===== src/rtl/core/wrrs_pkg.sv =====
// ----------------------------------------------------------------------------
// Weighted random retry selector package
// Shared constants, action and register codes, and the control and status
// bundles that join the controller to the datapath.
// ----------------------------------------------------------------------------
`default_nettype none

package wrrs_pkg;

  localparam int MAX_CANDIDATES = 32;
  localparam int WEIGHT_BITS    = 8;
  localparam int RANDOM_BITS    = 16;

  localparam int LANE_BITS     = 8;
  localparam int LANES_PER_REG = 8;
  localparam int WREG_COUNT    = 4;
  localparam int CFG_W         = 64;
  localparam int CFG_IDX_W     = 3;
  localparam int COUNT_W       = 6;
  localparam int CAND_W        = 5;
  localparam int ACTION_W      = 2;
  localparam int RAND_IN_W     = 16;

  localparam int IDX_W  = (MAX_CANDIDATES > 1) ? $clog2(MAX_CANDIDATES) : 1;
  localparam int WGT_W  = (WEIGHT_BITS < LANE_BITS) ? WEIGHT_BITS : LANE_BITS;
  localparam int TOT_W  = WGT_W + $clog2(MAX_CANDIDATES + 1);
  localparam int RND_W  = (RANDOM_BITS < RAND_IN_W) ? RANDOM_BITS : RAND_IN_W;
  localparam int PROD_W = RANDOM_BITS + TOT_W;

  localparam logic [CFG_W-1:0] WEIGHT_RESET = 64'h0101_0101_0101_0101;
  localparam logic [COUNT_W-1:0] COUNT_RESET = COUNT_W'(32);

  localparam logic [ACTION_W-1:0] ACT_RUN  = 2'd0;
  localparam logic [ACTION_W-1:0] ACT_DONE = 2'd1;
  localparam logic [ACTION_W-1:0] ACT_NONE = 2'd2;

  localparam logic [CFG_IDX_W-1:0] CFG_COUNT = 3'd0;
  localparam logic [CFG_IDX_W-1:0] CFG_W0    = 3'd1;
  localparam logic [CFG_IDX_W-1:0] CFG_W1    = 3'd2;
  localparam logic [CFG_IDX_W-1:0] CFG_W2    = 3'd3;
  localparam logic [CFG_IDX_W-1:0] CFG_W3    = 3'd4;

  typedef struct packed {
    logic                load_req;
    logic                update;
    logic                sum_step;
    logic                mul;
    logic                scan_step;
    logic                res_load;
    logic [ACTION_W-1:0] res_action;
    logic                out_load;
  } wrrs_cmd_t;

  typedef struct packed {
    logic kind;
    logic failed;
    logic idx_last;
    logic total_zero;
    logic eligible;
    logic above;
    logic out_free;
  } wrrs_status_t;

endpackage

`default_nettype wire


===== src/rtl/core/wrrs_dp.sv =====
// ----------------------------------------------------------------------------
// Weighted random retry selector datapath
// Configuration registers, tried mask, weight accumulator, scaling
// multiplier, scan compare and the registered result.
// ----------------------------------------------------------------------------
`default_nettype none

module wrrs_dp import wrrs_pkg::*; (
  input  wire logic                 clk,
  input  wire logic                 rst,
  input  wire logic                 cfg_we,
  input  wire logic [CFG_IDX_W-1:0] cfg_index,
  input  wire logic [CFG_W-1:0]     cfg_data,
  input  wire logic                 kind,
  input  wire logic [CAND_W-1:0]    prev_candidate,
  input  wire logic                 prev_failed,
  input  wire logic [RAND_IN_W-1:0] random_fraction,
  input  wire wrrs_cmd_t            cmd,
  output wrrs_status_t              st,
  output logic                      rsp_valid,
  input  wire logic                 rsp_stall,
  output logic [ACTION_W-1:0]       action,
  output logic [CAND_W-1:0]         chosen_candidate
);

  logic [COUNT_W-1:0]        cand_count;
  logic [CFG_W-1:0]          wreg [WREG_COUNT];
  logic                      kind_r;
  logic                      failed_r;
  logic [CAND_W-1:0]         prev_r;
  logic [RND_W-1:0]          rnd;
  logic [MAX_CANDIDATES-1:0] tried;
  logic [MAX_CANDIDATES-1:0] prev_sel;
  logic [IDX_W-1:0]          idx;
  logic [TOT_W-1:0]          total;
  logic [TOT_W-1:0]          scaled;
  logic [TOT_W-1:0]          run;
  logic [TOT_W-1:0]          run_next;
  logic [ACTION_W-1:0]       res_action;
  logic [CAND_W-1:0]         res_cand;
  logic [WGT_W-1:0]          wlane [MAX_CANDIDATES];
  logic [WGT_W-1:0]          w_cur;
  logic [TOT_W-1:0]          w_add;
  logic [COUNT_W-1:0]        count_eff;
  logic [RANDOM_BITS-1:0]    rnd_ext;
  logic [PROD_W-1:0]         product;
  logic                      eligible;

  for (genvar i = 0; i < MAX_CANDIDATES; i++) begin : g_lane
    assign wlane[i]    = wreg[i / LANES_PER_REG][(i % LANES_PER_REG) * LANE_BITS +: WGT_W];
    assign prev_sel[i] = (prev_r == CAND_W'(i));
  end

  assign count_eff = (cand_count > COUNT_W'(MAX_CANDIDATES)) ? COUNT_W'(MAX_CANDIDATES)
                                                             : cand_count;
  assign w_cur     = wlane[idx];
  assign eligible  = (COUNT_W'(idx) < count_eff) && !tried[idx];
  assign w_add     = eligible ? TOT_W'(w_cur) : '0;
  assign run_next  = run + w_add;
  assign rnd_ext   = RANDOM_BITS'(rnd);
  assign product   = PROD_W'(rnd_ext) * PROD_W'(total);

  assign st.kind       = kind_r;
  assign st.failed     = failed_r;
  assign st.idx_last   = (idx == IDX_W'(MAX_CANDIDATES - 1));
  assign st.total_zero = (total == '0);
  assign st.eligible   = eligible;
  assign st.above      = (run_next > scaled);
  assign st.out_free   = !rsp_valid || !rsp_stall;

  always_ff @(posedge clk) begin
    if (rst) begin
      cand_count <= COUNT_RESET;
      for (int k = 0; k < WREG_COUNT; k++) begin
        wreg[k] <= WEIGHT_RESET;
      end
    end else if (cfg_we) begin
      case (cfg_index)
        CFG_COUNT: cand_count <= cfg_data[COUNT_W-1:0];
        CFG_W0:    wreg[0] <= cfg_data;
        CFG_W1:    wreg[1] <= cfg_data;
        CFG_W2:    wreg[2] <= cfg_data;
        CFG_W3:    wreg[3] <= cfg_data;
        default: begin
        end
      endcase
    end
  end

  always_ff @(posedge clk) begin
    if (rst) begin
      tried <= '0;
    end else if (cmd.update) begin
      if (!kind_r) begin
        tried <= '0;
      end else if (failed_r) begin
        tried <= tried | prev_sel;
      end
    end
  end

  always_ff @(posedge clk) begin
    if (cmd.load_req) begin
      kind_r   <= kind;
      failed_r <= prev_failed;
      prev_r   <= prev_candidate;
      rnd      <= random_fraction[RND_W-1:0];
    end
    if (cmd.update || cmd.mul) begin
      idx <= '0;
    end else if (cmd.sum_step || cmd.scan_step) begin
      idx <= idx + IDX_W'(1);
    end
    if (cmd.update) begin
      total <= '0;
    end else if (cmd.sum_step) begin
      total <= total + w_add;
    end
    if (cmd.mul) begin
      scaled <= product[PROD_W-1 -: TOT_W];
      run    <= '0;
    end else if (cmd.scan_step) begin
      run <= run_next;
    end
    if (cmd.res_load) begin
      res_action <= cmd.res_action;
      res_cand   <= (cmd.res_action == ACT_RUN) ? CAND_W'(idx) : '0;
    end
    if (cmd.out_load) begin
      action           <= res_action;
      chosen_candidate <= res_cand;
    end
  end

  always_ff @(posedge clk) begin
    if (rst) begin
      rsp_valid <= 1'b0;
    end else if (cmd.out_load) begin
      rsp_valid <= 1'b1;
    end else if (!rsp_stall) begin
      rsp_valid <= 1'b0;
    end
  end

  a_run_bounded: assert property (@(posedge clk) disable iff (rst)
    cmd.scan_step |-> run <= total)
    else $error("Running sum passed the total during the scan.");

  a_scaled_range: assert property (@(posedge clk) disable iff (rst)
    cmd.mul |=> (total == '0) || (scaled < total))
    else $error("Scaled random value is not below the total weight.");

endmodule

`default_nettype wire


===== src/rtl/core/wrrs_ctrl.sv =====
// ----------------------------------------------------------------------------
// Weighted random retry selector controller
// Sequences one request through mask update, weight sum, scaling, scan and result
// delivery; a success report goes from update to delivery, a zero total skips the scan.
// ----------------------------------------------------------------------------
`default_nettype none

module wrrs_ctrl import wrrs_pkg::*; (
  input  wire logic         clk,
  input  wire logic         rst,
  input  wire logic         req_valid,
  output logic              req_stall,
  input  wire wrrs_status_t st,
  output wrrs_cmd_t         cmd
);

  localparam logic [2:0] S_IDLE   = 3'd0;
  localparam logic [2:0] S_UPDATE = 3'd1;
  localparam logic [2:0] S_SUM    = 3'd2;
  localparam logic [2:0] S_MUL    = 3'd3;
  localparam logic [2:0] S_SCAN   = 3'd4;
  localparam logic [2:0] S_OUT    = 3'd5;

  logic [2:0] state;
  logic [2:0] state_next;

  assign req_stall = (state != S_IDLE);

  always_comb begin
    state_next = state;
    cmd        = '0;
    case (state)
      S_IDLE: begin
        if (req_valid) begin
          cmd.load_req = 1'b1;
          state_next   = S_UPDATE;
        end
      end
      S_UPDATE: begin
        cmd.update = 1'b1;
        if (st.kind && !st.failed) begin
          cmd.res_load   = 1'b1;
          cmd.res_action = ACT_DONE;
          state_next     = S_OUT;
        end else begin
          state_next = S_SUM;
        end
      end
      S_SUM: begin
        cmd.sum_step = 1'b1;
        if (st.idx_last) begin
          state_next = S_MUL;
        end
      end
      S_MUL: begin
        cmd.mul = 1'b1;
        if (st.total_zero) begin
          cmd.res_load   = 1'b1;
          cmd.res_action = ACT_NONE;
          state_next     = S_OUT;
        end else begin
          state_next = S_SCAN;
        end
      end
      S_SCAN: begin
        cmd.scan_step = 1'b1;
        if (st.eligible && st.above) begin
          cmd.res_load   = 1'b1;
          cmd.res_action = ACT_RUN;
          state_next     = S_OUT;
        end else if (st.idx_last) begin
          cmd.res_load   = 1'b1;
          cmd.res_action = ACT_NONE;
          state_next     = S_OUT;
        end
      end
      S_OUT: begin
        if (st.out_free) begin
          cmd.out_load = 1'b1;
          state_next   = S_IDLE;
        end
      end
      default: begin
        state_next = S_IDLE;
      end
    endcase
  end

  always_ff @(posedge clk) begin
    if (rst) begin
      state <= S_IDLE;
    end else begin
      state <= state_next;
    end
  end

  a_scan_hits: assert property (@(posedge clk) disable iff (rst)
    (state == S_SCAN) && st.idx_last |-> st.above)
    else $error("Scan reached the last candidate without covering the scaled value.");

endmodule

`default_nettype wire


===== src/rtl/core/weighted_random_retry_selector.sv =====
// ----------------------------------------------------------------------------
// Weighted random retry selector
// Weighted lottery over up to 32 candidates, drawn without replacement.
//
//   Channel   Handshake            Payload
//   request   req_valid/req_stall  kind, prev_candidate, prev_failed,
//                                  random_fraction
//   result    rsp_valid/rsp_stall  action, chosen_candidate
//   config    cfg_we               cfg_index, cfg_data
//
// A success report goes from acceptance through the update state to the output
// state; a draw adds one pass of the single weight accumulator over all 32
// candidates, the scaling step and a second scan pass that stops at the pick.
// Requests are taken one at a time; the next is accepted as soon as the
// result is in the output register, even while that result is stalled.
// Reset is synchronous and sets every weight to 1, the count to 32 and
// clears the tried mask; there is no clearing pass.
// ----------------------------------------------------------------------------
`default_nettype none

module weighted_random_retry_selector import wrrs_pkg::*; (
  input  wire logic                 clk,
  input  wire logic                 rst,
  input  wire logic                 req_valid,
  output logic                      req_stall,
  input  wire logic                 kind,
  input  wire logic [CAND_W-1:0]    prev_candidate,
  input  wire logic                 prev_failed,
  input  wire logic [RAND_IN_W-1:0] random_fraction,
  output logic                      rsp_valid,
  input  wire logic                 rsp_stall,
  output logic [ACTION_W-1:0]       action,
  output logic [CAND_W-1:0]         chosen_candidate,
  input  wire logic                 cfg_we,
  input  wire logic [CFG_IDX_W-1:0] cfg_index,
  input  wire logic [CFG_W-1:0]     cfg_data
);

  wrrs_cmd_t    cmd;
  wrrs_status_t st;

  wrrs_ctrl u_ctrl (
    .clk       (clk),
    .rst       (rst),
    .req_valid (req_valid),
    .req_stall (req_stall),
    .st        (st),
    .cmd       (cmd)
  );

  wrrs_dp u_dp (
    .clk              (clk),
    .rst              (rst),
    .cfg_we           (cfg_we),
    .cfg_index        (cfg_index),
    .cfg_data         (cfg_data),
    .kind             (kind),
    .prev_candidate   (prev_candidate),
    .prev_failed      (prev_failed),
    .random_fraction  (random_fraction),
    .cmd              (cmd),
    .st               (st),
    .rsp_valid        (rsp_valid),
    .rsp_stall        (rsp_stall),
    .action           (action),
    .chosen_candidate (chosen_candidate)
  );

endmodule

`default_nettype wire

===== config.mk =====
export PLATFORM = sky130hd
export DESIGN_NAME = weighted_random_retry_selector
export DESIGN_NICKNAME = d
export VERILOG_FILES = /design/src/rtl/core/wrrs_pkg.sv /design/src/rtl/core/wrrs_dp.sv /design/src/rtl/core/wrrs_ctrl.sv /design/src/rtl/core/weighted_random_retry_selector.sv
export SDC_FILE = /design/constraint.sdc
export NUM_CORES = 1
export LEC_CHECK = 0
export ABC_AREA = 1
export BUFFER_PORTS_ARGS = -buffer_cell sky130_fd_sc_hd__buf_2
export CAP_MARGIN = 5
export CORE_AREA = 2 2 239 241
export DETAILED_ROUTE_END_ITERATION = 7
export DIE_AREA = 0 0 241 243
export GPL_TIMING_DRIVEN = 0
export MAX_ROUTING_LAYER = met4
export PLACE_DENSITY = 0.63
export REMOVE_ABC_BUFFERS = 1
export SLEW_MARGIN = 20
export SYNTH_ARGS = -nofsm -noshare
export SYNTH_HDL_FRONTEND = slang
export SYNTH_SLANG_ARGS = --single-unit

===== constraint.sdc =====
create_clock -name clk -period 8.8 [get_ports clk]
set_input_delay 0.44 -clock clk [delete_from_list [all_inputs] [get_ports clk]]
set_output_delay 0.44 -clock clk [all_outputs]
set_load 0.05 [all_outputs]

==> results.sh <==
export IMPL_cts_root_buffer="clkbuf_16"
export IMPL_critPathCaptureType="flop"
export IMPL_ir_worst_vdd_mv=0.2046
export IMPL_hold_violations=0
export IMPL_post_cts_resized=0
export IMPL_die_area_sq_um=58560
export IMPL_drive_gt1_share_pct=7.815
export IMPL_syn_area_sq_um=24900
export IMPL_design_area_sq_um=27580
export IMPL_vias_per_cell=5.257
export IMPL_ys_warn_count=0
export IMPL_gr_total_overflow=0
export IMPL_rows=87
export IMPL_synth_seq_cells=382
export IMPL_fin_cells=3635
export IMPL_setup_viol=0
export IMPL_fp_dieW_um=241
export IMPL_critPathMaxStageDelay_ns=0.75
export IMPL_grt_max_degree=144
export IMPL_port_buffers=103
export IMPL_wire_per_inst_um=17.01
export IMPL_critical_path_class="reg2reg"
export IMPL_drt_iter0_markers=1355
export IMPL_dp_slack_ns=1.974
export IMPL_route_detailed_drc=0
export IMPL_power_density_nw_per_um2=318.0
export IMPL_holdWs_ns=0.03074
export IMPL_dr_pass1_iters=5
export IMPL_hpwl_um=42560
export IMPL_core_area_sq_um=55950
export IMPL_synth_lib_cells_used_distinct=53
export IMPL_clkTransAtPathRegs_ns=0.06
export IMPL_placed_cell_area_sq_um=26140
export IMPL_grt_pass1_wl_um=99950
export IMPL_pin_count=104
export IMPL_status="finished, final reports clean"
export IMPL_antenna_found_initial=0
export IMPL_gr_usage_all_layers_pct=22.16
export IMPL_clkSinkCount=382
export IMPL_arrival_ns=7.29
export IMPL_clock_skew_ns=0.02897
export IMPL_worstMarginPinSlew_ns=1.087
export IMPL_multi_input_area_sq_um=11960
export IMPL_cts_tree="built"
export IMPL_worstSkewPairLatency_ns=0.59
export IMPL_wl_um=61820
export IMPL_leakagePower_nw=12.65
export IMPL_hp_class="in2reg"
export IMPL_period_minus_slack_ns=6.981
export IMPL_maxCapViolCount=0
export IMPL_rsz0062_at_grt="no"
export IMPL_place_inst=3557
export IMPL_maxSlewHeadroom_pct=27.27
export IMPL_grt_pass1_vias=19230
export IMPL_htree_levels=2
export IMPL_antenna_left=0
export IMPL_clockBufferDepth=3
export IMPL_area_delta_synth_final_pct=10.76
export IMPL_antenna_cells=0
export IMPL_worst_slack_ns=1.819
export IMPL_numCtsBuffers=43
export IMPL_start_kind="flop"
export IMPL_cts_setup_buffers=0
export IMPL_globalplace_congestion=0.8657
export IMPL_fin_setup_tns_ns=0
export IMPL_fillCellCount=5297
export IMPL_synth_cells=2822
export IMPL_finalMaxSlewViolations=0
export IMPL_cpMaxStageDelayCell="a211oi_1"
export IMPL_syn_area_per_cell_sq_um=8.822
export IMPL_max_freq_mhz=143.3
export IMPL_fp_dieH_um=243
export IMPL_fin_util_pct=49.29
export IMPL_num_vias=19110
export IMPL_power_mw=8.769
export IMPL_required_ns=9.11
export IMPL_path_max_fanout=14
export IMPL_start_util_pct=44.50
export IMPL_period_share_pct=79.32
export IMPL_fin_nets=3233
export IMPL_yosysSeqAreaShare_pct=43.06
export IMPL_seq_area_sq_um=10730
export IMPL_cts_hold_buf=0
[synth_stat cells (all sizes together)]
library cell  count  share of area, %
inv             451               6.8
o31ai             5              0.15
and2              4              0.10
or4               1             0.030
o311ai            8              0.28
nor4              2             0.050
a31oi             6              0.15
edfxtp          307                37
o221ai            9              0.32
a32o              5              0.20
nor2            353               5.4
nand4             8              0.23
a22oi            30              0.90
a21boi            1             0.030
o21a              7              0.21
a31o              2             0.070
a21oi           201               4.1
clkbuf           99               1.5
nor3             14              0.30
nor4b             1             0.035
fa              164                13
o21ai            65               1.3
dfxtp            75               6.0
clkinv            1             0.015
a21o              2             0.060
xnor2             5              0.18
buf              37              0.82
nand3b            4              0.12
xor2             21              0.77
a22o              3              0.11
nand2           680                10
o211ai            5              0.15
a211oi            3             0.090
ha              128               6.4
or2               6              0.15
nand3            93               1.9
a221oi            5              0.18
o22ai            11              0.28
[cell families after synthesis]
kind of cell / share of synthesized area [%]
flops: 43.06
buf+inv: 9.157
compound gates: 8.569
simple gates: 18.65
fa+ha+maj: 19.62
xor+xnor: 0.9448
[state kept, by name, summed over array words and instances, names as in the netlist, 5 cells and up]
signal / flops
u_dp.res_cand: 5
u_dp.wreg: 256
u_dp.scaled: 14
u_dp.tried: 32
u_dp.cand_count: 6
u_dp.prev_r: 5
u_dp.total: 14
u_dp.run: 14
u_dp.rnd: 16
u_dp.idx: 5
u_dp.chosen_candidate: 5
[worst paths after layout]
kind,from,end,slack (ns),cells past startpoint
setup reg to reg,u_dp.idx[2],u_dp.res_cand[0],1.82,29
setup / recovery,u_dp.idx[2],u_dp.res_cand[0],1.82,29
hold reg to reg,u_dp.res_cand[4],u_dp.chosen_candidate[4],0.42,0
hold / removal,prev_candidate[0],u_dp.prev_r[0],0.03,1
[final cells by class]
cell class              instances  share of cell area, %
inverters                     452                  6.207
well taps                     756                  3.430
clock buffers                  48                  3.970
clock inverters                30                  1.193
multi-input cells            1852                  43.36
flip-flops and latches        382                  38.91
repair buffers                115                  2.931
[where the power goes]
group / leakage (nW) / internal, mW / switching (mW)
Clock: 0.699 / 1.06 / 0.768
Sequential: 3.57 / 2.18 / 0.330
Combinational: 8.37 / 1.59 / 2.85
Total: 12.6 / 4.82 / 3.94
[cell usage in the layout (no fill, tap or decap), drive strengths merged, types with 75 or more instances in the layout]
cell and count:
buf 115, nand3 93, nand2 680, dfxtp 75, a21oi 201, ha 128
edfxtp 307, fa 164, inv 454, nor2 353
[critical path: cells and delay by family (launching register included)]
| kind | cells | cell delay, ns |
|---|---|---|
| simple gates | 19 | 3.32 |
| fa+ha+maj | 2 | 0.73 |
| flops | 1 | 0.55 |
| compound gates | 2 | 0.84 |
| buf+inv | 6 | 1.23 |
[routing by layer]
metal | GRT usage (%) | routed length [um] | vias up | part of all wire [%]
met1 | 28.82 | 26790 | 9383 | 43
met4 | 5.937 | 1519 | 0 | 2.5
met3 | 3.196 | 3548 | 119 | 5.7
li1 | - | - | 9058 | -
met2 | 36.22 | 29960 | 549 | 48
met5 | - | 0 | - | 0
(Power assumes the default switching activity.)
